--- src/design/uks_pkg.sv ---
// ----------------------------------------------------------------------------
// uks_pkg
// Shared codes and types for the unsorted key set: request opcodes, result
// status codes and the memory command bundle.
// ----------------------------------------------------------------------------
package uks_pkg;

  localparam int OP_WIDTH     = 2;
  localparam int KEY_PORT_W   = 32;
  localparam int STATUS_WIDTH = 2;
  localparam int LIVE_WIDTH   = 5;

  // request opcodes; the spare code behaves as a membership query
  localparam logic [OP_WIDTH-1:0] OP_QUERY  = 2'd0;
  localparam logic [OP_WIDTH-1:0] OP_INSERT = 2'd1;
  localparam logic [OP_WIDTH-1:0] OP_REMOVE = 2'd2;
  localparam logic [OP_WIDTH-1:0] OP_SPARE  = 2'd3;

  // result status codes
  localparam logic [STATUS_WIDTH-1:0] ST_OK     = 2'd0;
  localparam logic [STATUS_WIDTH-1:0] ST_ABSENT = 2'd1;
  localparam logic [STATUS_WIDTH-1:0] ST_DUP    = 2'd2;
  localparam logic [STATUS_WIDTH-1:0] ST_FULL   = 2'd3;

  typedef struct packed {
    logic rd_en;
    logic wr_en;
  } mem_cmd_t;

endpackage

--- src/design/unsorted_key_set_top.sv ---
// ----------------------------------------------------------------------------
// unsorted_key_set_top
// Set of distinct keys in an unsorted memory with a live count: membership
// query, insert with duplicate and full checks, and swap-with-last remove.
//
//   channel   handshake        payload
//   request   start / busy     op, key
//   result    done (strobe)    success, status, live_count
//
// A request scans the live entries one memory read at a time (at least one
// read), fetches the last entry on a remove hit, then gives the result; the
// scan is paced by the single memory read port. Reset clears the state and
// the count only; the key memory needs no clearing. Results cannot be
// stalled; done is high for one cycle.
// ----------------------------------------------------------------------------
module unsorted_key_set_top #(
  parameter int CAPACITY  = 16,
  parameter int KEY_WIDTH = 32
) (
  input  logic                             clk,
  input  logic                             rst,
  input  logic                             start,
  output logic                             busy,
  input  logic [uks_pkg::OP_WIDTH-1:0]     op,
  input  logic [uks_pkg::KEY_PORT_W-1:0]   key,
  output logic                             done,
  output logic                             success,
  output logic [uks_pkg::STATUS_WIDTH-1:0] status,
  output logic [uks_pkg::LIVE_WIDTH-1:0]   live_count
);
  import uks_pkg::*;

  // only the low key bits take part
  localparam int MW = (KEY_WIDTH < KEY_PORT_W) ? KEY_WIDTH : KEY_PORT_W;
  localparam int AW = $clog2(CAPACITY);

  mem_cmd_t      mem_cmd;
  logic [AW-1:0] rd_addr;
  logic [AW-1:0] wr_addr;
  logic [MW-1:0] wr_data;
  logic [MW-1:0] rd_data;

  uks_ctrl #(
    .CAPACITY (CAPACITY),
    .MW       (MW)
  ) u_ctrl (
    .clk        (clk),
    .rst        (rst),
    .start      (start),
    .op         (op),
    .key        (key[MW-1:0]),
    .busy       (busy),
    .done       (done),
    .success    (success),
    .status     (status),
    .live_count (live_count),
    .mem_cmd    (mem_cmd),
    .rd_addr    (rd_addr),
    .wr_addr    (wr_addr),
    .wr_data    (wr_data),
    .rd_data    (rd_data)
  );

  uks_store #(
    .DEPTH (CAPACITY),
    .DW    (MW)
  ) u_store (
    .clk     (clk),
    .cmd     (mem_cmd),
    .rd_addr (rd_addr),
    .wr_addr (wr_addr),
    .wr_data (wr_data),
    .rd_data (rd_data)
  );

endmodule

--- src/design/uks_store.sv ---
// ----------------------------------------------------------------------------
// uks_store
// Key memory: one write port, one read port, registered read data.
// ----------------------------------------------------------------------------
module uks_store #(
  parameter int DEPTH = 16,
  parameter int DW    = 32
) (
  input  logic                     clk,
  input  uks_pkg::mem_cmd_t        cmd,
  input  logic [$clog2(DEPTH)-1:0] rd_addr,
  input  logic [$clog2(DEPTH)-1:0] wr_addr,
  input  logic [DW-1:0]            wr_data,
  output logic [DW-1:0]            rd_data
);
  import uks_pkg::*;

  logic [DW-1:0] mem [DEPTH];

  always_ff @(posedge clk) begin
    if (cmd.wr_en) begin
      mem[wr_addr] <= wr_data;
    end
  end

  always_ff @(posedge clk) begin
    if (cmd.rd_en) begin
      rd_data <= mem[rd_addr];
    end
  end

endmodule

--- src/design/uks_ctrl.sv ---
// ----------------------------------------------------------------------------
// uks_ctrl
// Request sequencer: scans the live entries one memory read per cycle,
// then appends, swap-removes or just answers, and drives the result strobe.
// ----------------------------------------------------------------------------
module uks_ctrl #(
  parameter int CAPACITY = 16,
  parameter int MW       = 32
) (
  input  logic                             clk,
  input  logic                             rst,
  input  logic                             start,
  input  logic [uks_pkg::OP_WIDTH-1:0]     op,
  input  logic [MW-1:0]                    key,
  output logic                             busy,
  output logic                             done,
  output logic                             success,
  output logic [uks_pkg::STATUS_WIDTH-1:0] status,
  output logic [uks_pkg::LIVE_WIDTH-1:0]   live_count,
  output uks_pkg::mem_cmd_t                mem_cmd,
  output logic [$clog2(CAPACITY)-1:0]      rd_addr,
  output logic [$clog2(CAPACITY)-1:0]      wr_addr,
  output logic [MW-1:0]                    wr_data,
  input  logic [MW-1:0]                    rd_data
);
  import uks_pkg::*;

  localparam int AW = $clog2(CAPACITY);
  localparam int CW = $clog2(CAPACITY + 1);
  localparam logic [CW-1:0] CAP_C = CW'(CAPACITY);

  typedef enum logic [3:0] {
    S_IDLE = 4'b0001,
    S_SCAN = 4'b0010,
    S_LAST = 4'b0100,
    S_RESP = 4'b1000
  } state_t;

  state_t                  state, state_next;
  logic [AW-1:0]           idx, idx_next;
  logic [AW-1:0]           slot, slot_next;
  logic [OP_WIDTH-1:0]     op_q, op_q_next;
  logic [MW-1:0]           key_q, key_q_next;
  logic [CW-1:0]           count, count_next;
  logic                    success_q, success_q_next;
  logic [STATUS_WIDTH-1:0] status_q, status_q_next;

  logic          hit;
  logic          more;
  logic [CW-1:0] idx_inc;
  logic [CW-1:0] last;

  assign idx_inc = CW'(idx) + CW'(1);
  assign last    = count - CW'(1);
  // data for idx arrives this cycle; only live entries are compared
  assign hit     = (count != '0) && (rd_data == key_q);
  assign more    = idx_inc < count;

  always_comb begin
    state_next     = state;
    idx_next       = idx;
    slot_next      = slot;
    op_q_next      = op_q;
    key_q_next     = key_q;
    count_next     = count;
    success_q_next = success_q;
    status_q_next  = status_q;
    mem_cmd        = '0;
    rd_addr        = '0;
    wr_addr        = '0;
    wr_data        = key_q;

    unique case (state)
      S_IDLE: begin
        if (start) begin
          op_q_next     = op;
          key_q_next    = key;
          idx_next      = '0;
          mem_cmd.rd_en = 1'b1;
          rd_addr       = '0;
          state_next    = S_SCAN;
        end
      end
      S_SCAN: begin
        if (hit) begin
          if (op_q == OP_REMOVE) begin
            // fetch the last live entry to fill the freed slot
            slot_next     = idx;
            mem_cmd.rd_en = 1'b1;
            rd_addr       = last[AW-1:0];
            state_next    = S_LAST;
          end else begin
            success_q_next = (op_q != OP_INSERT);
            status_q_next  = (op_q == OP_INSERT) ? ST_DUP : ST_OK;
            state_next     = S_RESP;
          end
        end else if (more) begin
          idx_next      = idx_inc[AW-1:0];
          mem_cmd.rd_en = 1'b1;
          rd_addr       = idx_inc[AW-1:0];
        end else begin
          success_q_next = 1'b0;
          status_q_next  = ST_ABSENT;
          if (op_q == OP_INSERT) begin
            if (count >= CAP_C) begin
              status_q_next = ST_FULL;
            end else begin
              mem_cmd.wr_en  = 1'b1;
              wr_addr        = count[AW-1:0];
              wr_data        = key_q;
              count_next     = count + CW'(1);
              success_q_next = 1'b1;
              status_q_next  = ST_OK;
            end
          end
          state_next = S_RESP;
        end
      end
      S_LAST: begin
        mem_cmd.wr_en  = 1'b1;
        wr_addr        = slot;
        wr_data        = rd_data;
        count_next     = last;
        success_q_next = 1'b1;
        status_q_next  = ST_OK;
        state_next     = S_RESP;
      end
      S_RESP: begin
        state_next = S_IDLE;
      end
      default: begin
        state_next = S_IDLE;
      end
    endcase
  end

  always_ff @(posedge clk) begin
    if (rst) begin
      state <= S_IDLE;
      count <= '0;
    end else begin
      state <= state_next;
      count <= count_next;
    end
  end

  always_ff @(posedge clk) begin
    idx       <= idx_next;
    slot      <= slot_next;
    op_q      <= op_q_next;
    key_q     <= key_q_next;
    success_q <= success_q_next;
    status_q  <= status_q_next;
  end

  assign busy       = (state != S_IDLE);
  assign done       = (state == S_RESP);
  assign success    = success_q;
  assign status     = status_q;
  assign live_count = LIVE_WIDTH'(count);

`ifndef NO_ASSERTIONS
  a_done_single : assert property (@(posedge clk) disable iff (rst)
    done |=> !done) else $error("result strobe longer than one cycle");

  a_count_range : assert property (@(posedge clk) disable iff (rst)
    count <= CAP_C) else $error("live count beyond capacity");

  a_ok_success : assert property (@(posedge clk) disable iff (rst)
    done |-> (success == (status == ST_OK))) else $error("success and status disagree");

  a_no_write_and_scan : assert property (@(posedge clk) disable iff (rst)
    mem_cmd.wr_en |=> (state == S_RESP)) else $error("store written outside final step");

  a_count_step : assert property (@(posedge clk) disable iff (rst)
    (state == S_IDLE) |=> $stable(count)) else $error("count changed while idle");
`endif

endmodule

--- config.mk ---
export PLATFORM = sky130hd
export DESIGN_NAME = unsorted_key_set_top
export DESIGN_NICKNAME = d
export VERILOG_FILES = /design/src/design/uks_pkg.sv /design/src/design/unsorted_key_set_top.sv /design/src/design/uks_store.sv /design/src/design/uks_ctrl.sv
export SDC_FILE = /design/constraint.sdc
export NUM_CORES = 1
export LEC_CHECK = 0
export BUFFER_PORTS_ARGS = -buffer_cell sky130_fd_sc_hd__clkbuf_2
export CORE_UTILIZATION = 40
export CTS_BUF_LIST = sky130_fd_sc_hd__clkbuf_4
export CTS_CLUSTER_DIAMETER = 30
export DETAILED_ROUTE_END_ITERATION = 16
export PLACE_DENSITY = 0.63
export SETUP_SLACK_MARGIN = 0.4
export SLEW_MARGIN = 10
export SYNTH_ARGS = -nofsm -noshare
export SYNTH_HDL_FRONTEND = slang
export SYNTH_SLANG_ARGS = --single-unit
--- constraint.sdc ---
create_clock -name clk -period 4.5 [get_ports clk]
set_input_delay 0.225 -clock clk [delete_from_list [all_inputs] [get_ports clk]]
set_output_delay 0.225 -clock clk [all_outputs]
set_load 0.01 [all_outputs]
==> results_dict.tcl <==
set metrics [dict create \
    synth_top_family_by_area "compound AO/OA/AOI/OAI gates" \
    holdWs_ns 0.1603 \
    antenna_found_initial 2 \
    io_pins 47 \
    ant_nets 0 \
    nNetsFinal 2000 \
    htree_levels 4 \
    finalSetupViolCount 0 \
    cts_buffers 157 \
    vias 16705 \
    worstMarginPinSlew_ns 1.134 \
    finalNonFillerCells 2857 \
    swShare 0.2529 \
    period_share 0.9206 \
    drt_iter0_markers 1699 \
    crit_path_top_delay_cell "nor2_2" \
    r2r_cells 10 \
    path_clk_slew_ns 0.06 \
    irDropWorstVdd_mv 0.2744 \
    grt_pass1_wl_um 102700 \
    pre_cts_ws_ns 0.1675 \
    path_max_fanout 11 \
    gp_congestion 0.8837 \
    min_path_type "in2reg" \
    yosys.area_share.simple 0.08784 \
    clock-sinks 598 \
    clockBufferDepth 3 \
    postSynthCellCount 1680 \
    syn-cell-area_um2 24610 \
    synth-adder-area-share 0.003558 \
    setup_tns_ns 0 \
    max_freq_mhz 241.4 \
    p_int_w 0.009525 \
    grt_max_degree 89 \
    avgRoutedWirePerCell_um 24.51 \
    slew_viol_final 0 \
    drc_errors 0 \
    synth_edf_count 589 \
    power.leakage_nw 10.43 \
    ys.flop_type "edfxtp_1" \
    synth_compound_area_frac 0.1166 \
    ys_seq_area_frac 0.7259 \
    synth.most_common_cell "edfxtp_1" \
    max_slew_margin 0.2430 \
    crit_start "u_ctrl.live_count[1]" \
    rsz0062_at_grt "yes" \
    grt_usage 0.2226 \
    dr.pass1.iters 5 \
    first_global_vias 16501 \
    routed_wl_um 70040 \
    grt.overflow.total 0 \
    io_buffers 46 \
    numPlacedInstances 2487 \
    p_per_area_nw_per_um2 430.9 \
    critical_path.max_stage_delay_ns 0.99 \
    cts_tree "done" \
    pwr-share-clk 0.379 \
    critPathLaunchType "flop" \
    worstSetupPathType "reg2reg" \
    dieArea_um2 62530 \
    start_util 0.4063 \
    cap_violations 0 \
    ys_seq_elements 598 \
    seq_power_share 0.519 \
    path_cells "inv_1 -> ha_1 -> nor4b_1 -> nor4_1 -> nand2_1 -> nor3_2 -> buf_4 -> nor2_1 -> a31oi_1 -> nor2_2" \
    setup_ws_ns 0.3571 \
    p_sw_w 0.003225 \
    via_per_inst 5.847 \
    clock-skew-final_ns 0.05960 \
    clkLatencyLatePin_ns 1.03 \
    synth.net_count 1724 \
    fillers 5184 \
    die_width_um 250.1 \
    place_hpwl_um 38310 \
    rows 90 \
    r2r_end "u_store.mem[11][21]" \
    hold_viol_final 0 \
    reg2reg_slack_ns 0.36 \
    cp.arrival_ns 4.76 \
    status "finished, final reports clean" \
    synthMuxAreaShare 0.03035 \
    crit_required_ns 5.12 \
    die_h_um 250.1 \
    synthArstFlopShare 0 \
    core_um2 60580 \
    yosys_warnings 0 \
    synthTopCellsByCount "edfxtp_1 (589), nand2_1 (218), a211oi_1 (96), clkbuf_1 (91), nand3_1 (69)" \
    endpoint "u_store.mem[11][21]" \
    yosysTopAreaCellShare 0.7186 \
    period_minus_slack_ns 4.143 \
    synth_top_area_cell "edfxtp_1" \
    syn2layout_area_growth_pct 20.22 \
    drive_gt1_frac 0.2310 \
    ys_types 70 \
    synthXorXnorAreaFrac 0.01423 \
    ctsRootBufferMaster "clkbuf_4" \
    p_comb_frac 0.102 \
    syn_area_per_cell_um2 14.65 \
    r2r-start "u_ctrl.live_count[1]" \
    netlist_top_cells_area "edfxtp_1 (72%), nand2_1 (3.3%), a211oi_1 (2.9%)" \
    worstSetupEndpointType "flop" \
]
[power groups by stage]
| stage | clock network [W] | registers, W | logic (W) |
|---|---|---|---|
| after global placement | 0 | 0.00673 | 0.00118 |
| after detailed placement | 0 | 0.00674 | 0.00120 |
| final | 0.00483 | 0.00662 | 0.00130 |
| after CTS | 0.00494 | 0.00662 | 0.00126 |
| after global routing | 0.00521 | 0.00663 | 0.00140 |
| after floorplan | 0 | 0.00668 | 0.000704 |
[how the worst min path moves through the flow]
stage,to,startpoint,cells past startpoint
6_report,u_ctrl.state[2],start,4
2_1_floorplan,u_ctrl.key_q[0],key[0],0
5_1_grt,u_ctrl.state[2],start,4
3_3_place_gp,u_ctrl.key_q[4],key[4],1
3_5_place_dp,u_ctrl.key_q[6],key[6],1
4_1_cts,u_ctrl.state[2],start,4
[metal layers]
layer  wire length [um]  share of wire  global-route usage
met4               1511          0.022             0.07975
met5                  0              0                   0
met3               6435          0.092             0.05705
met2              32400           0.46              0.3426
met1              29690           0.42              0.3052
[worst max-delay path, delay by kind of cell, from the launching register on]
kind | cells | cell delay (ns)
flip-flops | 1 | 0.41
AND/OR/NAND/NOR | 6 | 2.31
adder cells (fa/ha/maj) | 1 | 0.25
AO/OA/AOI/OAI | 1 | 0.41
buffers and inverters | 2 | 0.39
[layout by cell type, fill, tap and decap left out, types with 19 or more instances in the layout]
cell / n
mux2i_1: 57
clkbuf_2: 46
nand3_1: 69
buf_12: 23
buf_4: 86
xor2_1: 23
a2111oi_0: 34
nor2_4: 19
nand2_1: 217
nor2_1: 28
and3_1: 58
o21ai_0: 48
a211oi_1: 95
dlygate4sd3_1: 72
clkbuf_4: 230
edfxtp_1: 589
a311o_1: 26
clkinv_1: 24
[area by class of cell]
type / instances / area, um^2 / share of cell area
Sequential cell: 598 / 17870 / 0.6038
Tap cell: 782 / 978.4 / 0.03307
Antenna cell: 6 / 15.01 / 0.0005074
Timing Repair Buffer: 233 / 2125 / 0.07180
Clock inverter: 42 / 306.5 / 0.01036
Inverter: 12 / 45.04 / 0.001522
Clock buffer: 230 / 1727 / 0.05835
Multi-Input combinational cell: 954 / 6528 / 0.2206
[repair_timing]
| action | CTS | global route |
|---|---|---|
| pin swaps | 2 | 4 |
| gates cloned | 0 | 2 |
| endpoints found under the hold margin | 62 | 0 |
| endpoints found under the setup margin | 37 | 98 |
| buffers inserted | 4 | 14 |
| hold buffers | 72 | 0 |
| gates resized for setup | 4 | 18 |
[sequential cells by signal (all words and copies together), names as in the netlist]
signal / flops
u_ctrl.slot: 4
u_ctrl.live_count: 5
u_ctrl.status: 2
u_ctrl.idx: 4
u_ctrl.key_q: 32
u_store.rd_data: 32
u_ctrl.state: 4
u_ctrl.op_q: 2
u_ctrl.success: 1
u_store.mem: 512
[cell families after synthesis]
kind of cell | Yosys count
flops | 598
simple gates | 457
compound gates | 375
buf+inv | 130
mux | 73
xor+xnor | 40
fa+ha+maj | 7
[per-stage QoR]
stage                     utilization  instance area [um^2]  power, W
after detailed placement       0.4383                 26550  0.007936
final                          0.4884                 29590   0.01275
after global routing           0.4884                 29590   0.01324
after global placement         0.4383                 26550  0.007912
after floorplan                     -                 24610  0.007384
after CTS                      0.4849                 29380   0.01282
Power figures use the tool's default switching activity.
